===== src/hdl/pps_pkg.sv =====
// Shared types and constants of the playlist playback sequencer.
// Holds the beat structs, the command and play enums and the control structs.
// Depends on nothing; the RTL files refer to it by scoped names, the testbench imports it.
package pps_pkg;

  localparam int unsigned MaxSongs    = 256;
  localparam int unsigned CountWidth  = 9;
  localparam int unsigned SeedWidth   = 32;

  localparam logic [SeedWidth-1:0] LcgMul    = 32'd1664525;
  localparam logic [SeedWidth-1:0] LcgInc    = 32'd1013904223;
  localparam logic [SeedWidth-1:0] SeedReset = 32'h12345678;

  localparam logic [6:0] VolumeMax   = 7'd100;
  localparam logic [6:0] VolumeReset = 7'd60;

  typedef enum logic [1:0] {
    PlayIdle    = 2'd0,
    PlayPlaying = 2'd1,
    PlayPaused  = 2'd2,
    PlayStopped = 2'd3
  } play_state_e;

  typedef enum logic [1:0] {
    ModeSeq     = 2'd0,
    ModeLoopAll = 2'd1,
    ModeLoopOne = 2'd2,
    ModeShuffle = 2'd3
  } play_mode_e;

  typedef enum logic [2:0] {
    CmdTick    = 3'd0,
    CmdPlay    = 3'd1,
    CmdToggle  = 3'd2,
    CmdNext    = 3'd3,
    CmdPrev    = 3'd4,
    CmdCycle   = 3'd5,
    CmdVolume  = 3'd6,
    CmdLoadDur = 3'd7
  } cmd_e;

  typedef struct packed {
    logic [2:0]  mode;
    logic [7:0]  song_index;
    logic [15:0] duration_value;
    logic [7:0]  volume_value;
  } in_beat_t;

  typedef struct packed {
    logic [1:0]  play_state;
    logic [1:0]  play_mode;
    logic [7:0]  current_index;
    logic [15:0] position;
    logic [15:0] current_duration;
    logic [6:0]  volume;
  } out_beat_t;

  typedef struct packed {
    logic accept;
    logic exec;
    logic lcg;
    logic div_start;
    logic jump;
    logic out_load;
  } ctrl_cmd_t;

  typedef struct packed {
    logic need_rand;
    logic need_mod;
    logic div_busy;
  } dp_status_t;

endpackage


===== src/hdl/pps_div.sv =====
// Iterative restoring divider that returns the remainder of a 32-bit value
// by a 9-bit song count, one quotient bit per cycle.
// Depends on pps_pkg for the operand widths.
module pps_div (
  input  logic                              clk_i,
  input  logic                              rst_ni,
  input  logic                              start_i,
  input  logic [pps_pkg::SeedWidth-1:0]     dividend_i,
  input  logic [pps_pkg::CountWidth-1:0]    divisor_i,
  output logic                              busy_o,
  output logic [pps_pkg::CountWidth-1:0]    rem_o
);

  localparam int unsigned NumWidth  = pps_pkg::SeedWidth;
  localparam int unsigned DenWidth  = pps_pkg::CountWidth;
  localparam int unsigned StepWidth = $clog2(NumWidth + 1);

  logic [NumWidth-1:0]  num_q;
  logic [DenWidth-1:0]  rem_q;
  logic [DenWidth-1:0]  den_q;
  logic [StepWidth-1:0] step_q;
  logic [DenWidth:0]    partial;
  logic [DenWidth:0]    diff;
  logic                 fits;

  assign partial = {rem_q, num_q[NumWidth-1]};
  assign fits    = partial >= {1'b0, den_q};
  assign diff    = partial - {1'b0, den_q};
  assign busy_o  = step_q != '0;
  assign rem_o   = rem_q;

  always_ff @(posedge clk_i or negedge rst_ni) begin
    if (!rst_ni) begin
      step_q <= '0;
    end else if (start_i) begin
      step_q <= StepWidth'(NumWidth);
    end else if (busy_o) begin
      step_q <= step_q - StepWidth'(1);
    end
  end

  always_ff @(posedge clk_i) begin
    if (start_i) begin
      num_q <= dividend_i;
      rem_q <= '0;
      den_q <= divisor_i;
    end else if (busy_o) begin
      num_q <= {num_q[NumWidth-2:0], 1'b0};
      rem_q <= fits ? diff[DenWidth-1:0] : partial[DenWidth-1:0];
    end
  end

endmodule


===== src/hdl/pps_dp.sv =====
// Datapath of the playlist playback sequencer: play registers, shuffle seed,
// duration memory, song count register, output register and the divider.
// Depends on pps_pkg and pps_div; driven by pps_ctrl through ctrl_cmd_t.
module pps_dp #(
  parameter int unsigned NUM_SLOTS = pps_pkg::MaxSongs
) (
  input  logic                           clk_i,
  input  logic                           rst_ni,
  input  logic                           cfg_we_i,
  input  logic [pps_pkg::CountWidth-1:0] cfg_wdata_i,
  input  pps_pkg::in_beat_t              in_beat_i,
  input  pps_pkg::ctrl_cmd_t             cmd_i,
  output pps_pkg::dp_status_t            status_o,
  output pps_pkg::out_beat_t             out_beat_o
);

  localparam int unsigned AddrWidth = (NUM_SLOTS > 1) ? $clog2(NUM_SLOTS) : 1;
  localparam int unsigned CntW      = pps_pkg::CountWidth;
  localparam logic [CntW-1:0] MaxCount = CntW'(NUM_SLOTS);

  logic [CntW-1:0]               count_q;
  pps_pkg::play_state_e          st_q, st_d;
  pps_pkg::play_mode_e           mode_q, mode_d;
  logic [7:0]                    idx_q, idx_d;
  logic [15:0]                   pos_q, pos_d;
  logic [6:0]                    vol_q, vol_d;
  logic [pps_pkg::SeedWidth-1:0] seed_q, seed_d;
  logic [pps_pkg::SeedWidth-1:0] div_src_q, div_src_d;
  logic [pps_pkg::SeedWidth-1:0] lcg_next;
  pps_pkg::in_beat_t             cmd_q;
  pps_pkg::out_beat_t            out_q;
  logic [15:0]                   dur_mem [NUM_SLOTS];
  logic [15:0]                   rdata_q;

  logic [CntW-1:0] cnt, cnt_m1, idx9, inc9, dec9, jump_tgt, div_rem;
  logic [15:0]     pos_inc;
  logic            empty, tick_go, song_end, jump_en, mem_we, div_busy;
  pps_pkg::cmd_e   op;

  function automatic logic [7:0] clamp_idx(input logic [CntW-1:0] target,
                                           input logic [CntW-1:0] limit);
    logic [CntW-1:0] r;
    r = (target >= limit) ? limit - CntW'(1) : target;
    return r[7:0];
  endfunction

  assign cnt      = (count_q > MaxCount) ? MaxCount : count_q;
  assign empty    = cnt == '0;
  assign cnt_m1   = cnt - CntW'(1);
  assign idx9     = {1'b0, idx_q};
  assign inc9     = idx9 + CntW'(1);
  assign dec9     = idx9 - CntW'(1);
  assign op       = pps_pkg::cmd_e'(cmd_q.mode);
  assign pos_inc  = (pos_q < rdata_q) ? pos_q + 16'd1 : pos_q;
  assign song_end = pos_inc >= rdata_q;
  assign tick_go  = !empty && (st_q == pps_pkg::PlayPlaying) && (rdata_q != 16'd0);
  assign lcg_next = seed_q * pps_pkg::LcgMul + pps_pkg::LcgInc;

  assign status_o.need_rand =
      ((op == pps_pkg::CmdTick) && tick_go && song_end && (mode_q == pps_pkg::ModeShuffle)) ||
      (((op == pps_pkg::CmdNext) || (op == pps_pkg::CmdPrev)) && !empty &&
       (mode_q == pps_pkg::ModeShuffle) && (cnt > CntW'(1)));
  assign status_o.need_mod =
      (op == pps_pkg::CmdTick) && tick_go && song_end && (mode_q == pps_pkg::ModeLoopAll);
  assign status_o.div_busy = div_busy;

  pps_div u_div (
    .clk_i,
    .rst_ni,
    .start_i    (cmd_i.div_start),
    .dividend_i (div_src_q),
    .divisor_i  (cnt),
    .busy_o     (div_busy),
    .rem_o      (div_rem)
  );

  always_comb begin
    st_d      = st_q;
    mode_d    = mode_q;
    idx_d     = idx_q;
    pos_d     = pos_q;
    vol_d     = vol_q;
    seed_d    = seed_q;
    div_src_d = div_src_q;
    jump_en   = 1'b0;
    jump_tgt  = '0;
    mem_we    = 1'b0;
    if (cmd_i.exec) begin
      unique case (op)
        pps_pkg::CmdTick: begin
          if (tick_go) begin
            if (!song_end) begin
              pos_d = pos_inc;
            end else begin
              case (mode_q)
                pps_pkg::ModeSeq: begin
                  if (idx9 == cnt_m1) begin
                    st_d  = pps_pkg::PlayStopped;
                    pos_d = pos_inc;
                  end else begin
                    jump_en  = 1'b1;
                    jump_tgt = inc9;
                  end
                end
                pps_pkg::ModeLoopAll: begin
                  div_src_d = {{(pps_pkg::SeedWidth-CntW){1'b0}}, inc9};
                end
                pps_pkg::ModeLoopOne: begin
                  pos_d = 16'd0;
                  st_d  = pps_pkg::PlayPlaying;
                end
                default: begin
                end
              endcase
            end
          end
        end
        pps_pkg::CmdPlay: begin
          if (!empty) begin
            jump_en  = 1'b1;
            jump_tgt = {1'b0, cmd_q.song_index};
          end
        end
        pps_pkg::CmdToggle: begin
          if (!empty) begin
            if (st_q == pps_pkg::PlayPlaying) begin
              st_d = pps_pkg::PlayPaused;
            end else begin
              if (pos_q >= rdata_q) begin
                pos_d = 16'd0;
              end
              st_d = pps_pkg::PlayPlaying;
            end
          end
        end
        pps_pkg::CmdNext: begin
          if (!empty && !status_o.need_rand) begin
            jump_en  = 1'b1;
            jump_tgt = (inc9 >= cnt) ? '0 : inc9;
          end
        end
        pps_pkg::CmdPrev: begin
          if (!empty && !status_o.need_rand) begin
            jump_en  = 1'b1;
            jump_tgt = (idx_q == 8'd0) ? cnt_m1 : dec9;
          end
        end
        pps_pkg::CmdCycle: begin
          mode_d = pps_pkg::play_mode_e'(mode_q + 2'd1);
        end
        pps_pkg::CmdVolume: begin
          vol_d = (cmd_q.volume_value > 8'd100) ? pps_pkg::VolumeMax
                                                : cmd_q.volume_value[6:0];
        end
        pps_pkg::CmdLoadDur: begin
          mem_we = {1'b0, cmd_q.song_index} < MaxCount;
        end
      endcase
    end
    if (cmd_i.lcg) begin
      seed_d    = lcg_next;
      div_src_d = lcg_next;
    end
    if (cmd_i.jump) begin
      jump_en  = 1'b1;
      jump_tgt = div_rem;
    end
    if (jump_en) begin
      idx_d = clamp_idx(jump_tgt, cnt);
      pos_d = 16'd0;
      st_d  = pps_pkg::PlayPlaying;
    end
  end

  always_ff @(posedge clk_i or negedge rst_ni) begin
    if (!rst_ni) begin
      count_q <= '0;
      st_q    <= pps_pkg::PlayIdle;
      mode_q  <= pps_pkg::ModeLoopAll;
      idx_q   <= 8'd0;
      pos_q   <= 16'd0;
      vol_q   <= pps_pkg::VolumeReset;
      seed_q  <= pps_pkg::SeedReset;
    end else begin
      if (cfg_we_i) begin
        count_q <= cfg_wdata_i;
      end
      st_q   <= st_d;
      mode_q <= mode_d;
      idx_q  <= idx_d;
      pos_q  <= pos_d;
      vol_q  <= vol_d;
      seed_q <= seed_d;
    end
  end

  always_ff @(posedge clk_i) begin
    div_src_q <= div_src_d;
    if (cmd_i.accept) begin
      cmd_q <= in_beat_i;
    end
    if (cmd_i.out_load) begin
      out_q.play_state       <= st_q;
      out_q.play_mode        <= mode_q;
      out_q.current_index    <= idx_q;
      out_q.position         <= pos_q;
      out_q.current_duration <= empty ? 16'd0 : rdata_q;
      out_q.volume           <= vol_q;
    end
  end

  always_ff @(posedge clk_i) begin
    if (mem_we) begin
      dur_mem[cmd_q.song_index[AddrWidth-1:0]] <= cmd_q.duration_value;
    end
    rdata_q <= dur_mem[idx_q[AddrWidth-1:0]];
  end

  assign out_beat_o = out_q;

endmodule


===== src/hdl/pps_ctrl.sv =====
// Controller of the playlist playback sequencer: one-hot state machine that
// sequences each command beat and owns the input and output handshakes.
// Depends on pps_pkg; commands pps_dp through ctrl_cmd_t.
module pps_ctrl (
  input  logic                clk_i,
  input  logic                rst_ni,
  input  logic                in_valid_i,
  output logic                in_stall_o,
  output logic                out_valid_o,
  input  logic                out_stall_i,
  input  pps_pkg::dp_status_t status_i,
  output pps_pkg::ctrl_cmd_t  cmd_o
);

  typedef enum logic [8:0] {
    SIdle     = 9'b000000001,
    SRead     = 9'b000000010,
    SExec     = 9'b000000100,
    SLcg      = 9'b000001000,
    SDivStart = 9'b000010000,
    SDiv      = 9'b000100000,
    SJump     = 9'b001000000,
    SReadOut  = 9'b010000000,
    SOut      = 9'b100000000
  } ctrl_state_e;

  ctrl_state_e state_q, state_d;
  logic        out_valid_q, out_valid_d;

  assign in_stall_o  = state_q != SIdle;
  assign out_valid_o = out_valid_q;

  always_comb begin
    state_d = state_q;
    cmd_o   = '0;
    unique case (state_q)
      SIdle: begin
        if (in_valid_i) begin
          cmd_o.accept = 1'b1;
          state_d      = SRead;
        end
      end
      SRead: begin
        state_d = SExec;
      end
      SExec: begin
        cmd_o.exec = 1'b1;
        if (status_i.need_rand) begin
          state_d = SLcg;
        end else if (status_i.need_mod) begin
          state_d = SDivStart;
        end else begin
          state_d = SReadOut;
        end
      end
      SLcg: begin
        cmd_o.lcg = 1'b1;
        state_d   = SDivStart;
      end
      SDivStart: begin
        cmd_o.div_start = 1'b1;
        state_d         = SDiv;
      end
      SDiv: begin
        if (!status_i.div_busy) begin
          state_d = SJump;
        end
      end
      SJump: begin
        cmd_o.jump = 1'b1;
        state_d    = SReadOut;
      end
      SReadOut: begin
        state_d = SOut;
      end
      SOut: begin
        if (!out_valid_q || !out_stall_i) begin
          cmd_o.out_load = 1'b1;
          state_d        = SIdle;
        end
      end
      default: begin
        state_d = SIdle;
      end
    endcase
  end

  always_comb begin
    out_valid_d = out_valid_q;
    if (cmd_o.out_load) begin
      out_valid_d = 1'b1;
    end else if (!out_stall_i) begin
      out_valid_d = 1'b0;
    end
  end

  always_ff @(posedge clk_i or negedge rst_ni) begin
    if (!rst_ni) begin
      state_q     <= SIdle;
      out_valid_q <= 1'b0;
    end else begin
      state_q     <= state_d;
      out_valid_q <= out_valid_d;
    end
  end

endmodule


===== src/hdl/playlist_playback_sequencer.sv =====
// Top level of the playlist playback sequencer.
// Joins the controller pps_ctrl and the datapath pps_dp; depends on pps_pkg.
//
// Each input beat is one command and gives exactly one output beat with the
// play state, mode, song index, position, duration and volume after it. A
// command is latched, the duration memory is read, the command is carried out,
// the memory is read again and the result is loaded into the output register;
// the input stalls meanwhile, so commands are taken one at a time. One that
// wraps the playlist at the end of a song, or jumps to a random song, also
// waits for the 32-step remainder divider that reduces the next index or the
// shuffle seed by the song count. The duration memory read is registered, so
// the current duration is fetched once before and once after the command is
// carried out. A finished result waits in an output register, so the next
// command is taken while it is still stalled; that command then waits for the
// register to empty. The duration memory holds NUM_SLOTS entries and has no
// reset; an entry must be loaded before its song is played. The song count
// must be written only while no command is in work; the block does not enforce it.
module playlist_playback_sequencer #(
  parameter int unsigned NUM_SLOTS = pps_pkg::MaxSongs
) (
  input  logic                           clk_i,
  input  logic                           rst_ni,
  input  logic                           cfg_we_i,
  input  logic [pps_pkg::CountWidth-1:0] cfg_wdata_i,
  input  logic                           in_valid_i,
  output logic                           in_stall_o,
  input  pps_pkg::in_beat_t              in_beat_i,
  output logic                           out_valid_o,
  input  logic                           out_stall_i,
  output pps_pkg::out_beat_t             out_beat_o
);

  pps_pkg::ctrl_cmd_t  cmd;
  pps_pkg::dp_status_t status;

  pps_ctrl u_ctrl (
    .clk_i,
    .rst_ni,
    .in_valid_i,
    .in_stall_o,
    .out_valid_o,
    .out_stall_i,
    .status_i (status),
    .cmd_o    (cmd)
  );

  pps_dp #(
    .NUM_SLOTS (NUM_SLOTS)
  ) u_dp (
    .clk_i,
    .rst_ni,
    .cfg_we_i,
    .cfg_wdata_i,
    .in_beat_i,
    .cmd_i      (cmd),
    .status_o   (status),
    .out_beat_o
  );

endmodule


===== config.mk =====
export PLATFORM = sky130hd
export DESIGN_NAME = playlist_playback_sequencer
export DESIGN_NICKNAME = d
export VERILOG_FILES = /design/src/hdl/pps_pkg.sv /design/src/hdl/pps_div.sv /design/src/hdl/pps_dp.sv /design/src/hdl/pps_ctrl.sv /design/src/hdl/playlist_playback_sequencer.sv
export SDC_FILE = /design/constraint.sdc
export NUM_CORES = 2
export LEC_CHECK = 0
export BUFFER_PORTS_ARGS = -buffer_cell sky130_fd_sc_hd__buf_4
export CAP_MARGIN = 20
export CORE_AREA = 4 4 619 621
export CTS_CLUSTER_SIZE = 24
export DETAILED_ROUTE_END_ITERATION = 8
export DIE_AREA = 0 0 623 625
export PLACE_DENSITY = 0.58
export SETUP_SLACK_MARGIN = 0.02
export SYNTH_ARGS = -nofsm -noshare
export SYNTH_HDL_FRONTEND = slang
export SYNTH_HIERARCHICAL = 1
export SYNTH_SLANG_ARGS = --single-unit

===== constraint.sdc =====
create_clock -name clk_i -period 18.3 [get_ports clk_i]
set_input_delay 2.745 -clock clk_i [delete_from_list [all_inputs] [get_ports clk_i]]
set_output_delay 2.745 -clock clk_i [all_outputs]
set_load 0.05 [all_outputs]

==> metrics <==
status complete, no violations; per-cell routed wire length 33.1 um; Async S/R FF share, synth 0.0210; DRC 0; number of nets in the layout 9,053; boundary pin count 102; R2R cell count 24; Clock Sinks 4,372; area leader, netlist edfxtp_1; Top Layer Used met5; TritonCTS Buffers 442; # Max-Cap Violations 0; hold path endpoint u_dp/out_beat_o[6]$_DFFE_PP_; final-report hold violation count 0; Synth top area share 0.723; Lkg Pwr 64.3 nW; final antenna-violating net count 0; worst-margin pin slew between 1 and 1.5 ns; Mean Syn Cell Area 21.9 um^2; CP Launch Type register; final worst path period share 0.387; TritonRoute pass-1 iters 5; chip width 623 um; number of global-route vias before repair 87,100; most frequent cells in the layout edfxtp_1 (4,255), mux4_2 (1,325), buf_4 (471); Synth Instances just over 8,000; CTS Buffer Depth 4; Worst setup EP type register; largest net degree at the start of global routing approximately 190; Die H roughly 630 um; post-DP HPWL 269 mm; critical path type register to register; Worst-path clk slew 0.06 ns; worst-skew pair later-pin latency 0.96 ns; CORE AREA 378,000 um^2; Setup WS post-layout around 11 ns; Starting Density 0.468; Arrival @ worst endpoint just under 8 ns; R2R Path Start u_dp/pos_q[3]$_DFFE_PN0P_; flop2flop setup slack 11.22 ns; die area 389,000 um^2; Area contributors post-synth edfxtp_1 (72%), mux4_2 (17%), ha_1 (1.6%); Worst slew margin 0.0363; initial antenna violation count 40; Yosys cell types just under 90; Period minus WS final 7.08 ns; I/O Buffers between 100 and 150; maximum fanout along the worst path 15; Min Hold Slack 0.448 ns; R2R Path End u_dp/idx_q[5]$_DFFE_PN0N_; share of cells above drive strength 1 0.292; Final setup viols 0; Post-Syn Nets 8,496; post-CTS sizing 0; met1 wire length approximately 190 mm; Met2 Wirelength 225 mm; #FFs+latches synth 4,372; Hold Startpoint u_dp/vol_q[6]$_DFFE_PN0P_; most common cell after layout, fill and taps aside edfxtp_1; grt total ovfl 0; P per Cell Area 143 nW/um^2; hold-fix buffers at CTS 0; register area share after synthesis 0.739; drt initial violations 10,200; fin. max-slew vios 0; Root Buffer clkbuf_16; DR vias 85,600; worst hold-check path type register to register; synthesized area 177,000 um^2; met3 wire length between 30 and 40 mm; RSZ-0062 raised after global routing no; gp weighted congestion 0.828; Sum Neg Setup Slack 0 ns; YS warnings 6; FMAX 0.141 GHz; final wirelength ~460 mm; Final Skew about 0.057 ns; P&R area growth vs syn 13.2%; H-tree Lvls 5; setup repair bufs after CTS 0; Synth Flop Type edfxtp_1; WHS Path Cells 0; Util after Layout 0.529; CP required between 15 and 20 ns; Total GRT Usage 0.238; CTS tree yes; VDD IR max 0.125 mV; row cnt ~230; Place WS 11.34 ns; first-pass GRT wire length 662 mm; Via density ~6.1; EDFF count, synth 4,255
-- critical path, stage by stage (launching register included) --
cell,delay (ns)
dfrtp_1,0.46
ha_1,0.35
a21oi_1,0.14
o21ai_0,0.13
a221o_1,0.44
or3b_2,0.62
or3_1,0.41
xnor2_1,0.24
ha_1,0.29
o21ai_0,0.21
nor2_1,0.08
o31a_1,0.25
a311o_1,0.43
o211ai_2,0.16
a21bo_1,0.37
a222oi_1,0.34
o21ai_0,0.15
ha_1,0.33
and3_1,0.16
a21oi_1,0.04
o21ai_0,0.09
o22a_1,0.52
mux2_2,0.40
a211oi_1,0.24
a21o_1,0.12
-- stage by stage --
stage                     power, mW  area, um^2  instances
after floorplan                17.1      177000       8078
after global placement         20.0      186000      13200
after detailed placement       20.1      186000      13200
after CTS                      28.9      200000      14000
after global routing           29.6      200000      14000
final                          28.6      200000      14000
-- synthesized netlist by cell type (10+ instances only) --
library cell     n
a21o_1          39
or3_1           18
xnor2_1         56
ha_1           229
nor4_1          12
and3_1          13
fa_1           140
nor2b_1         33
buf_2           44
mux2_2          53
nor3_1          25
dfxtp_1         25
dfrtp_1         73
nor2_1         373
dfstp_2         19
a31oi_1         10
a22oi_1         11
a221oi_1        18
a21oi_1         68
buf_1          113
xor2_1          24
nand2_1        141
nand3_1         31
o21ai_0         95
edfxtp_1      4255
a211oi_1        23
mux2i_1         59
and2_1          13
nand2b_1        17
nand4_1         14
inv_1          318
o31ai_1         12
o211ai_1        11
clkbuf_1       221
mux4_2        1325
or2_2           12
-- power breakdown --
group          internal, mW  leakage, nW  total, mW  switching (mW)
sequential             11.6         39.7       11.8           0.194
combinational          3.34         17.7       7.94            4.60
clock                  5.05         6.90       8.82            3.77
total                  20.0         64.3       28.6            8.56
-- routing by layer --
metal	GRT usage	up-vias
met5	0	-
li1	-	34700
met1	0.343	46700
met2	0.381	3580
met4	0.0590	18
met3	0.0426	649
-- logic make-up (layout without fill, tap and decap cells) --
logic type / after synthesis / in the layout / synth area share
other: 0 / 22 / 0
muxes: 1437 / 1437 / 0.176
buffers and inverters: 711 / 1641 / 0.0157
xor gates and xnor gates: 80 / 80 / 0.00397
adders and majority gates: 369 / 369 / 0.0321
AOI/OAI and AO/OA: 363 / 363 / 0.0140
and+or+nand+nor: 746 / 746 / 0.0195
DFF: 4372 / 4372 / 0.739
-- worst max path at each step --
stage | from | end | slack (ns) | cells after the start
after floorplan | u_dp/pos_q[5]$_DFFE_PN0P_ | u_dp/idx_q[7]$_DFFE_PN0N_ | 12.25 | 29
after global placement | u_dp/pos_q[5]$_DFFE_PN0P_ | u_dp/idx_q[5]$_DFFE_PN0N_ | 10.86 | 24
after detailed placement | u_dp/pos_q[3]$_DFFE_PN0P_ | u_dp/idx_q[5]$_DFFE_PN0N_ | 11.34 | 24
after CTS | u_dp/pos_q[3]$_DFFE_PN0P_ | u_dp/idx_q[5]$_DFFE_PN0N_ | 11.31 | 24
after global routing | u_dp/pos_q[3]$_DFFE_PN0P_ | u_dp/idx_q[5]$_DFFE_PN0N_ | 10.86 | 25
final | u_dp/pos_q[3]$_DFFE_PN0P_ | u_dp/idx_q[5]$_DFFE_PN0N_ | 11.22 | 24
-- area by class of cell --
cell class                 instances  area (um^2)
sequential                      4372       131000
antenna                           22         55.1
timing repair buffer             501         4160
multi-input combinational       2995        43500
inverter                         323         1220
tap                             5016         6280
fill                           29200       178000
clock buffer                     571        11800
clock inverter                   246         2410
-- registers in the layout, indices dropped and copies added (netlist names) --
name,count
u_ctrl/out_valid_o,1
u_ctrl/state_q,9
u_dp/cmd_q,32
u_dp/count_q,9
u_dp/div_src_q,32
u_dp/dur_mem,4096
u_dp/idx_q,8
u_dp/mode_q,2
u_dp/op,3
u_dp/out_beat_o,51
u_dp/pos_q,16
u_dp/rdata_q,16
u_dp/seed_q,32
u_dp/st_q,2
u_dp/u_div/den_q,9
u_dp/u_div/num_q,32
u_dp/u_div/rem_o,9
u_dp/u_div/step_q,6
u_dp/vol_q,7
(Power assumes the default switching activity.)
